`src/design/pcs_pkg.sv`:
```
// Shared package for the progress counter scanner.
// Holds character codes, state and result encodings and byte class helpers.
// Depends on nothing; every design file imports it.
package pcs_pkg;

  localparam int unsigned CountWidthDef = 30;
  localparam logic [63:0] LimitReset    = 64'd1000000000;
  localparam logic [6:0]  PercentMax    = 7'd100;

  localparam logic [7:0] ChPercent = 8'h25;
  localparam logic [7:0] ChDot     = 8'h2E;
  localparam logic [7:0] ChSlash   = 8'h2F;
  localparam logic [7:0] ChZero    = 8'h30;
  localparam logic [7:0] ChNine    = 8'h39;
  localparam logic [7:0] ChUpperA  = 8'h41;
  localparam logic [7:0] ChUpperZ  = 8'h5A;
  localparam logic [7:0] ChLowerA  = 8'h61;
  localparam logic [7:0] ChLowerZ  = 8'h7A;
  localparam logic [7:0] ChLineStart = 8'h00;

  typedef enum logic [4:0] {
    PhIdle   = 5'b00001,
    PhSkip   = 5'b00010,
    PhFirst  = 5'b00100,
    PhSlash  = 5'b01000,
    PhSecond = 5'b10000
  } phase_e;

  typedef enum logic [1:0] {
    MatchNone     = 2'd0,
    MatchPercent  = 2'd1,
    MatchFraction = 2'd2
  } match_e;

  typedef enum logic {
    KindChar = 1'b0,
    KindEol  = 1'b1
  } item_kind_e;

  function automatic logic is_digit(input logic [7:0] c);
    return (c >= ChZero) && (c <= ChNine);
  endfunction

  function automatic logic is_alnum(input logic [7:0] c);
    return is_digit(c) || ((c >= ChUpperA) && (c <= ChUpperZ)) ||
           ((c >= ChLowerA) && (c <= ChLowerZ));
  endfunction

endpackage

```
`src/design/pcs_scan_core.sv`:
```
// Line scanner state and per-byte update for the progress counter scanner.
// Updates the token state for one item per cycle while take_i is high and forms the line result.
// Depends on pcs_pkg.
module pcs_scan_core import pcs_pkg::*; #(
  parameter int unsigned COUNT_WIDTH = CountWidthDef
) (
  input  logic                   clk_i,
  input  logic                   rst_ni,
  input  logic                   take_i,
  input  item_kind_e             kind_i,
  input  logic [7:0]             byte_i,
  input  logic [COUNT_WIDTH-1:0] limit_i,
  output match_e                 res_kind_o,
  output logic [6:0]             res_percent_o,
  output logic [COUNT_WIDTH-1:0] res_done_o,
  output logic [COUNT_WIDTH-1:0] res_total_o
);

  localparam int unsigned AccWidth = COUNT_WIDTH + 4;

  phase_e                 phase_q, phase_d;
  logic [7:0]             prev_q, prev_d;
  logic [COUNT_WIDTH-1:0] first_q, first_d;
  logic                   first_ok_q, first_ok_d;
  logic [COUNT_WIDTH-1:0] second_q, second_d;
  logic                   second_ok_q, second_ok_d;
  match_e                 best_kind_q, best_kind_d;
  logic [6:0]             best_pct_q, best_pct_d;
  logic [COUNT_WIDTH-1:0] best_done_q, best_done_d;
  logic [COUNT_WIDTH-1:0] best_total_q, best_total_d;

  logic                   is_eol;
  logic                   dig;
  logic [3:0]             dval;
  logic [COUNT_WIDTH-1:0] acc_in;
  logic                   acc_ok_in;
  logic [AccWidth-1:0]    acc_wide;
  logic [AccWidth-1:0]    acc_next;
  logic                   acc_ok_out;
  logic [COUNT_WIDTH-1:0] acc_val_out;
  logic                   tail_ok;
  logic                   frac_ok;
  logic                   pct_ok;

  assign is_eol = (kind_i == KindEol);
  assign dig    = is_digit(byte_i);
  assign dval   = byte_i[3:0];

  // One shared multiply-by-ten accumulator for whichever number is growing.
  always_comb begin
    acc_in    = '0;
    acc_ok_in = 1'b1;
    if (phase_q == PhFirst) begin
      acc_in    = first_q;
      acc_ok_in = first_ok_q;
    end else if (phase_q == PhSecond) begin
      acc_in    = second_q;
      acc_ok_in = second_ok_q;
    end
  end

  assign acc_wide    = {4'b0, acc_in};
  assign acc_next    = (acc_wide << 3) + (acc_wide << 1) +
                       {{(AccWidth-4){1'b0}}, dval};
  assign acc_ok_out  = acc_ok_in && (acc_next <= {4'b0, limit_i});
  assign acc_val_out = acc_ok_out ? acc_next[COUNT_WIDTH-1:0] : acc_in;

  assign tail_ok = is_eol ||
                   (!is_alnum(byte_i) && (byte_i != ChSlash) && (byte_i != ChDot));
  assign frac_ok = (phase_q == PhSecond) && first_ok_q && second_ok_q &&
                   (second_q != '0) && (first_q <= second_q) && tail_ok;
  assign pct_ok  = first_ok_q && (byte_i == ChPercent) &&
                   (first_q <= {{(COUNT_WIDTH-7){1'b0}}, PercentMax});

  always_comb begin
    phase_d      = phase_q;
    prev_d       = byte_i;
    first_d      = first_q;
    first_ok_d   = first_ok_q;
    second_d     = second_q;
    second_ok_d  = second_ok_q;
    best_kind_d  = best_kind_q;
    best_pct_d   = best_pct_q;
    best_done_d  = best_done_q;
    best_total_d = best_total_q;

    if (frac_ok && (is_eol || !dig)) begin
      best_kind_d  = MatchFraction;
      best_pct_d   = '0;
      best_done_d  = first_q;
      best_total_d = second_q;
    end

    if (!is_eol) begin
      case (phase_q)
        PhSkip: begin
          if (!dig) begin
            phase_d = PhIdle;
          end
        end
        PhFirst: begin
          if (dig) begin
            first_d    = acc_val_out;
            first_ok_d = acc_ok_out;
          end else if (pct_ok) begin
            best_kind_d  = MatchPercent;
            best_pct_d   = first_q[6:0];
            best_done_d  = '0;
            best_total_d = '0;
            phase_d      = PhIdle;
          end else if (byte_i == ChSlash) begin
            phase_d = PhSlash;
          end else begin
            phase_d = PhIdle;
          end
        end
        PhSlash: begin
          if (dig) begin
            second_d    = acc_val_out;
            second_ok_d = acc_ok_out;
            phase_d     = PhSecond;
          end else begin
            phase_d = PhIdle;
          end
        end
        PhSecond: begin
          if (dig) begin
            second_d    = acc_val_out;
            second_ok_d = acc_ok_out;
          end else begin
            phase_d = PhIdle;
          end
        end
        default: begin
          if (dig) begin
            if (is_alnum(prev_q) || (prev_q == ChDot)) begin
              phase_d = PhSkip;
            end else begin
              first_d    = acc_val_out;
              first_ok_d = acc_ok_out;
              phase_d    = PhFirst;
            end
          end else begin
            phase_d = PhIdle;
          end
        end
      endcase
    end
  end

  assign res_kind_o    = best_kind_d;
  assign res_percent_o = best_pct_d;
  assign res_done_o    = best_done_d;
  assign res_total_o   = best_total_d;

  always_ff @(posedge clk_i or negedge rst_ni) begin
    if (!rst_ni) begin
      phase_q      <= PhIdle;
      prev_q       <= ChLineStart;
      first_q      <= '0;
      first_ok_q   <= 1'b1;
      second_q     <= '0;
      second_ok_q  <= 1'b1;
      best_kind_q  <= MatchNone;
      best_pct_q   <= '0;
      best_done_q  <= '0;
      best_total_q <= '0;
    end else if (take_i) begin
      if (is_eol) begin
        phase_q      <= PhIdle;
        prev_q       <= ChLineStart;
        first_q      <= '0;
        first_ok_q   <= 1'b1;
        second_q     <= '0;
        second_ok_q  <= 1'b1;
        best_kind_q  <= MatchNone;
        best_pct_q   <= '0;
        best_done_q  <= '0;
        best_total_q <= '0;
      end else begin
        phase_q      <= phase_d;
        prev_q       <= prev_d;
        first_q      <= first_d;
        first_ok_q   <= first_ok_d;
        second_q     <= second_d;
        second_ok_q  <= second_ok_d;
        best_kind_q  <= best_kind_d;
        best_pct_q   <= best_pct_d;
        best_done_q  <= best_done_d;
        best_total_q <= best_total_d;
      end
    end
  end

endmodule

```
`src/design/pcs_result_reg.sv`:
```
// Output register for the progress counter scanner's line results.
// Holds one result until the downstream side takes it.
// Depends on pcs_pkg.
module pcs_result_reg import pcs_pkg::*; #(
  parameter int unsigned COUNT_WIDTH = CountWidthDef
) (
  input  logic                   clk_i,
  input  logic                   rst_ni,
  input  logic                   load_i,
  input  match_e                 kind_i,
  input  logic [6:0]             percent_i,
  input  logic [COUNT_WIDTH-1:0] done_i,
  input  logic [COUNT_WIDTH-1:0] total_i,
  output logic                   free_o,
  output logic                   valid_o,
  input  logic                   ready_i,
  output match_e                 kind_o,
  output logic [6:0]             percent_o,
  output logic [COUNT_WIDTH-1:0] done_o,
  output logic [COUNT_WIDTH-1:0] total_o
);

  logic                   vld_q;
  match_e                 kind_q;
  logic [6:0]             pct_q;
  logic [COUNT_WIDTH-1:0] done_q;
  logic [COUNT_WIDTH-1:0] total_q;

  assign free_o = !vld_q || ready_i;

  always_ff @(posedge clk_i or negedge rst_ni) begin
    if (!rst_ni) begin
      vld_q <= 1'b0;
    end else if (load_i) begin
      vld_q <= 1'b1;
    end else if (ready_i) begin
      vld_q <= 1'b0;
    end
  end

  always_ff @(posedge clk_i) begin
    if (load_i) begin
      kind_q  <= kind_i;
      pct_q   <= percent_i;
      done_q  <= done_i;
      total_q <= total_i;
    end
  end

  assign valid_o   = vld_q;
  assign kind_o    = kind_q;
  assign percent_o = pct_q;
  assign done_o    = done_q;
  assign total_o   = total_q;

endmodule

```
`src/design/progress_counter_scanner.sv`:
```
// Top level of the progress counter scanner.
// Instantiates pcs_scan_core and pcs_result_reg; depends on pcs_pkg.
//
// The slave stream carries a text line one byte per transfer: tdata holds the
// byte and tuser says whether the transfer is a byte or the end of the line.
// Bytes give no output. Each end-of-line transfer gives exactly one result on
// the master stream: tuser holds the match kind, and tdata holds the
// percentage, the done count and the total count. The last progress token of
// the line wins, and the scanner clears itself for the next line.
// One item is taken per cycle unless an end of line waits for the result slot. An accepted
// transfer is registered in the input register, and its result is then registered in the
// output register. The per-byte path is one multiply-by-ten add and a few compares.
// When the receiver stalls, the pending result is held in the output register
// and bytes keep flowing; only a further end of line waits, in the input
// register, until the result slot frees up.
// Reset empties both registers, clears the line state and sets the counter
// limit to its default. The limit may be written only while the block is idle.
module progress_counter_scanner import pcs_pkg::*; #(
  parameter int unsigned COUNT_WIDTH = CountWidthDef
) (
  input  logic                   clk_i,
  input  logic                   rst_ni,
  input  logic                   cfg_we_i,
  input  logic [COUNT_WIDTH-1:0] cfg_wdata_i,
  input  logic                   s_axis_tvalid,
  output logic                   s_axis_tready,
  input  logic [7:0]             s_axis_tdata,   // [7:0] byte_req
  input  logic                   s_axis_tuser,   // [0] kind
  output logic                   m_axis_tvalid,
  input  logic                   m_axis_tready,
  // [6:0] percent, then done_count, then total_count, then zero padding
  output logic [((7+2*COUNT_WIDTH+7)/8)*8-1:0] m_axis_tdata,
  output logic [1:0]             m_axis_tuser    // [1:0] match_kind
);

  localparam int unsigned OutDataWidth = ((7 + 2*COUNT_WIDTH + 7) / 8) * 8;
  localparam int unsigned PadWidth     = OutDataWidth - 7 - 2*COUNT_WIDTH;

  logic [COUNT_WIDTH-1:0] limit_val_q;
  logic                   in_vld_q;
  item_kind_e             in_kind_q;
  logic [7:0]             in_byte_q;
  logic                   core_take;
  logic                   out_free;
  logic                   out_load;
  match_e                 res_kind;
  logic [6:0]             res_pct;
  logic [COUNT_WIDTH-1:0] res_done;
  logic [COUNT_WIDTH-1:0] res_total;
  match_e                 out_kind;
  logic [6:0]             out_pct;
  logic [COUNT_WIDTH-1:0] out_done;
  logic [COUNT_WIDTH-1:0] out_total;

  always_ff @(posedge clk_i or negedge rst_ni) begin
    if (!rst_ni) begin
      limit_val_q <= LimitReset[COUNT_WIDTH-1:0];
    end else if (cfg_we_i) begin
      limit_val_q <= cfg_wdata_i;
    end
  end

  assign core_take     = in_vld_q && ((in_kind_q == KindChar) || out_free);
  assign out_load      = core_take && (in_kind_q == KindEol);
  assign s_axis_tready = !in_vld_q || core_take;

  always_ff @(posedge clk_i or negedge rst_ni) begin
    if (!rst_ni) begin
      in_vld_q <= 1'b0;
    end else if (s_axis_tready) begin
      in_vld_q <= s_axis_tvalid;
    end
  end

  always_ff @(posedge clk_i) begin
    if (s_axis_tvalid && s_axis_tready) begin
      in_kind_q <= item_kind_e'(s_axis_tuser);
      in_byte_q <= s_axis_tdata;
    end
  end

  pcs_scan_core #(
    .COUNT_WIDTH (COUNT_WIDTH)
  ) u_core (
    .clk_i         (clk_i),
    .rst_ni        (rst_ni),
    .take_i        (core_take),
    .kind_i        (in_kind_q),
    .byte_i        (in_byte_q),
    .limit_i       (limit_val_q),
    .res_kind_o    (res_kind),
    .res_percent_o (res_pct),
    .res_done_o    (res_done),
    .res_total_o   (res_total)
  );

  pcs_result_reg #(
    .COUNT_WIDTH (COUNT_WIDTH)
  ) u_result (
    .clk_i     (clk_i),
    .rst_ni    (rst_ni),
    .load_i    (out_load),
    .kind_i    (res_kind),
    .percent_i (res_pct),
    .done_i    (res_done),
    .total_i   (res_total),
    .free_o    (out_free),
    .valid_o   (m_axis_tvalid),
    .ready_i   (m_axis_tready),
    .kind_o    (out_kind),
    .percent_o (out_pct),
    .done_o    (out_done),
    .total_o   (out_total)
  );

  assign m_axis_tdata = {{PadWidth{1'b0}}, out_total, out_done, out_pct};
  assign m_axis_tuser = out_kind;

endmodule

```
`config.mk`:
```
export PLATFORM = sky130hd
export DESIGN_NAME = progress_counter_scanner
export DESIGN_NICKNAME = d
export VERILOG_FILES = /design/src/design/pcs_pkg.sv /design/src/design/pcs_scan_core.sv /design/src/design/pcs_result_reg.sv /design/src/design/progress_counter_scanner.sv
export SDC_FILE = /design/constraint.sdc
export NUM_CORES = 1
export LEC_CHECK = 0
export ABC_CLOCK_PERIOD_IN_PS = 6800
export BUFFER_PORTS_ARGS = -buffer_cell sky130_fd_sc_hd__clkbuf_2
export CAP_MARGIN = 10
export CORE_UTILIZATION = 55
export DETAILED_ROUTE_END_ITERATION = 16
export PLACE_DENSITY = 0.74
export SLEW_MARGIN = 20
export SYNTH_ARGS = -nofsm -noshare
export SYNTH_HDL_FRONTEND = slang
export SYNTH_SLANG_ARGS = --single-unit
```
`constraint.sdc`:
```
create_clock -name clk_i -period 6.8 [get_ports clk_i]
set_clock_uncertainty 0.05 [all_clocks]
set_input_delay 1.7 -clock clk_i [delete_from_list [all_inputs] [get_ports clk_i]]
set_output_delay 1.7 -clock clk_i [all_outputs]
set_load 0.05 [all_outputs]
```
==> results.toml <==
[cells_and_area]
final_area_um2 = 17080
nNetsFinal = 1811
synthToLayoutAreaGrowth_pct = 12.16
drive_gt1_share_pct = 15.47

[yosys]
async_flop_share_pct = 69.29
synth_edf_count = 78
synth.largest_area_cell = "dfrtp_1"
yosysSeqAreaShare_pct = 44.44
yosysMostFrequentCell = "nand2_1"
ys_ff_latch = 254
syn_inst = 1581
synth_commonest_cells = "nand2_1, dfrtp_1, o21ai_0"
avgSynthCellArea_um2 = 9.630
netlist_area_um2 = 15220
synth_top_area_share_pct = 26.30
synth_warnings = 0
synthTopCellsByArea = "dfrtp_1, edfxtp_1, ha_1, nand2_1, o21ai_0"
ys_types = 82
ys.flop_type = "dfrtp_1"

[drt]
dr_total_vias = 12990
wl_per_cell_um = 20.43
route.detailed.drc = 0
vias_per_cell = 6.463
antenna_left = 0
wl_um = 41060
drt_iter0_drc = 1366
dr.pass1.iters = 5

[power_and_ir_drop]
pwr-share-clk_pct = 43.1
power.leakage_nw = 7.967
combPwrFrac_pct = 11.5
p_sw_mw = 1.021
power_density_nw_per_um2 = 220.2
p_total_mw = 3.760
intPower_mw = 2.739
pwr-share-seq_pct = 45.4
switching_share_pct = 27.16
ir_worst_vdd_mv = 0.2174

[hold_path]
holdPathStages = 2
hp-class = "reg -> reg"
min_to = "u_core.prev_q[7]"
min_from = "u_core.prev_q[7]"

[clock_network]
cts_buffer_depth = 3
clk_latency_ns = 0.57
htree_levels = 1
clk_pin_slew_ns = 0.06
cts_tree = "yes"
numCtsBuffers = 28
ctsHoldBuffers = 0
root_buffer = "clkbuf_16"
cts.sinks = 254

[sta]
rsz0062_at_grt = "no"
hold_viol_final = 0
slew_viol_final = 0
setup_viol_count_final = 0
fin_crit_ns = 6.430
period_share_pct = 94.55
worst_pin_slew_ns = 1.114
setup_tns_ns = 0
maxSlewHeadroom_pct = 25.59
max_freq_ghz = 0.1555

[grt]
grt-ovfl-total = 0
grt_max_degree = 71
met1_usage_pct = 43.31
busiest_layer = "met2"
grt_pass1_wl_um = 66560
antenna_found_initial = 0
grt_pass1_vias = 12200
grt_use_total_pct = 29.21
gr-usage-met3_pct = 3.220
grt_use_met2_pct = 45.48

[worst_setup_path]
critPathKind = "reg -> reg"
worstPathRequired_ns = 7.14
cp.buffers_inverters = 2
crit_family = "compound AO/OA/AOI/OAI gates"
r2r-start = "u_core.phase_q[1]"
reg2reg_depth = 26
slowest_stage = "a2111o_1"
end_kind = "flip-flop"
worstPathArrival_ns = 6.77
reg2reg_to = "u_core.first_q[6]"
cp-start-kind = "flip-flop"
r2r_setup_slack_ns = 0.37
max_stage_delay_ns = 0.53
worstPathMaxFanout = 21

[placement]
portBuffers = 114
placed_area_um2 = 16040
dp_hpwl_um = 28140
gp_congestion = 0.9340

[outcome]
status = "finished, final reports clean"

[run]
drv_cap = 0

[floorplan]
core_um2 = 27030
die_y_um = 168.4
initial_core_util_pct = 56.33
pin_count = 120
fp-row-count = 60
die_w_um = 168.4
die_area_um2 = 28350
[layout by cell type, fill, tap and decap left out, drive strengths merged, types with 4 or more instances in the layout]
cell     synthesis  layout
inv            112     115
nand3           93      93
and4             5       5
a21o            41      41
a31o             4       4
a211oi           8       8
ha             119     119
nor3            38      38
clkbuf          88     146
xnor2           12      12
nor2b            6       6
nand4           25      25
nor4            15      15
nand2          190     190
conb             1       5
dfstp           16      16
o21a             8       8
buf             21      27
bufinv           0       5
o31ai           53      53
a22oi           22      22
nor2            41      41
a221o            4       4
xor2            14      14
a32o            61      61
o2111ai          4       4
nor3b            5       5
o21ai          136     136
a31oi           12      12
and3             5       5
a22o            25      25
o211ai           9       9
clkinv           0      10
a21oi           91      91
nand2b           6       6
dfrtp          160     160
and2             7       7
edfxtp          78      78
[flip-flops by register name, summed over array words and instances, names as in the netlist]
name                 count
u_result.kind_o          2
u_result.total_o        30
in_vld_q                 1
in_kind_q                1
u_core.second_ok_q       1
u_core.best_pct_q        7
u_core.best_kind_q       2
u_result.valid_o         1
u_core.first_ok_q        1
u_core.second_q         30
limit_val_q             30
u_core.first_q          30
u_core.best_total_q     30
u_result.percent_o       7
u_core.best_done_q      30
u_result.done_o         30
u_core.phase_q           5
in_byte_q                8
u_core.prev_q            8
[what timing repair did]
action | in CTS | in global routing
resized for setup | 0 | 6
setup buffers | 0 | 2
endpoints found under the setup margin | 0 | 58
[tightest hold or removal path, delay by kind of cell, from the launching register on]
| kind | cells | cell delay (ns) |
|---|---|---|
| flops | 1 | 0.34 |
| simple gates | 2 | 0.10 |
[how the worst max path moves through the flow]
stage / from / depth (start not counted) / to
5_1_grt: u_core.phase_q[3] / 26 / u_core.first_q[15]
2_1_floorplan: u_core.phase_q[3] / 28 / u_core.second_q[28]
4_1_cts: u_core.phase_q[3] / 23 / u_core.first_q[1]
3_5_place_dp: u_core.phase_q[3] / 23 / u_core.first_q[0]
3_3_place_gp: u_core.phase_q[3] / 26 / u_core.first_q[15]
6_report: u_core.phase_q[1] / 26 / u_core.first_q[6]
[power groups by stage]
stage	registers (mW)	logic, mW	clock network [mW]
floorplan	1.78	0.228	0
global placement	1.73	0.422	0
detailed placement	1.73	0.430	0
CTS	1.70	0.432	1.64
global route	1.71	0.472	1.69
finish	1.71	0.434	1.62
[final cells by class]
type	count	area, um2
Clock inverter	19	264.0
Timing Repair Buffer	140	784.5
Tap cell	341	426.7
Antenna cell	1	2.502
Sequential cell	254	6766
Clock buffer	33	739.5
Inverter	112	420.4
Multi-Input combinational cell	1110	7672
Fill cell	2226	9950
[metrics by stage]
stage	instances	hold slack [ns]	util (%)	setup WS (ns)
5_1_grt	2009	0.4618	63.18	0.02676
4_1_cts	2007	0.4224	63.06	0.2307
3_5_place_dp	1955	0.4112	59.35	0.2579
6_report	2010	0.4208	63.19	0.3704
2_1_floorplan	1585	0.3854	-	0.7035
3_3_place_gp	1955	0.4023	59.35	0.4287
[cells by family (layout without fill, tap and decap cells)]
kind of cell | after synthesis | count (layout) | synth area share [%]
adders and majority gates | 121 | 121 | 10.04
muxes | 1 | 1 | 0.07396
other | 1 | 6 | 0.02463
AOI/OAI and AO/OA | 510 | 510 | 23.43
buffers and inverters | 221 | 304 | 5.942
xor gates and xnor gates | 26 | 26 | 1.545
DFF | 254 | 254 | 44.44
and+or+nand+nor | 447 | 447 | 14.50
[per-layer routing]
layer	routed length, um	share of wire [%]
met1	18100	44
met2	18710	46
met3	3204	7.8
met4	1034	2.5
met5	0	0
Power figures use the tool's default switching activity.
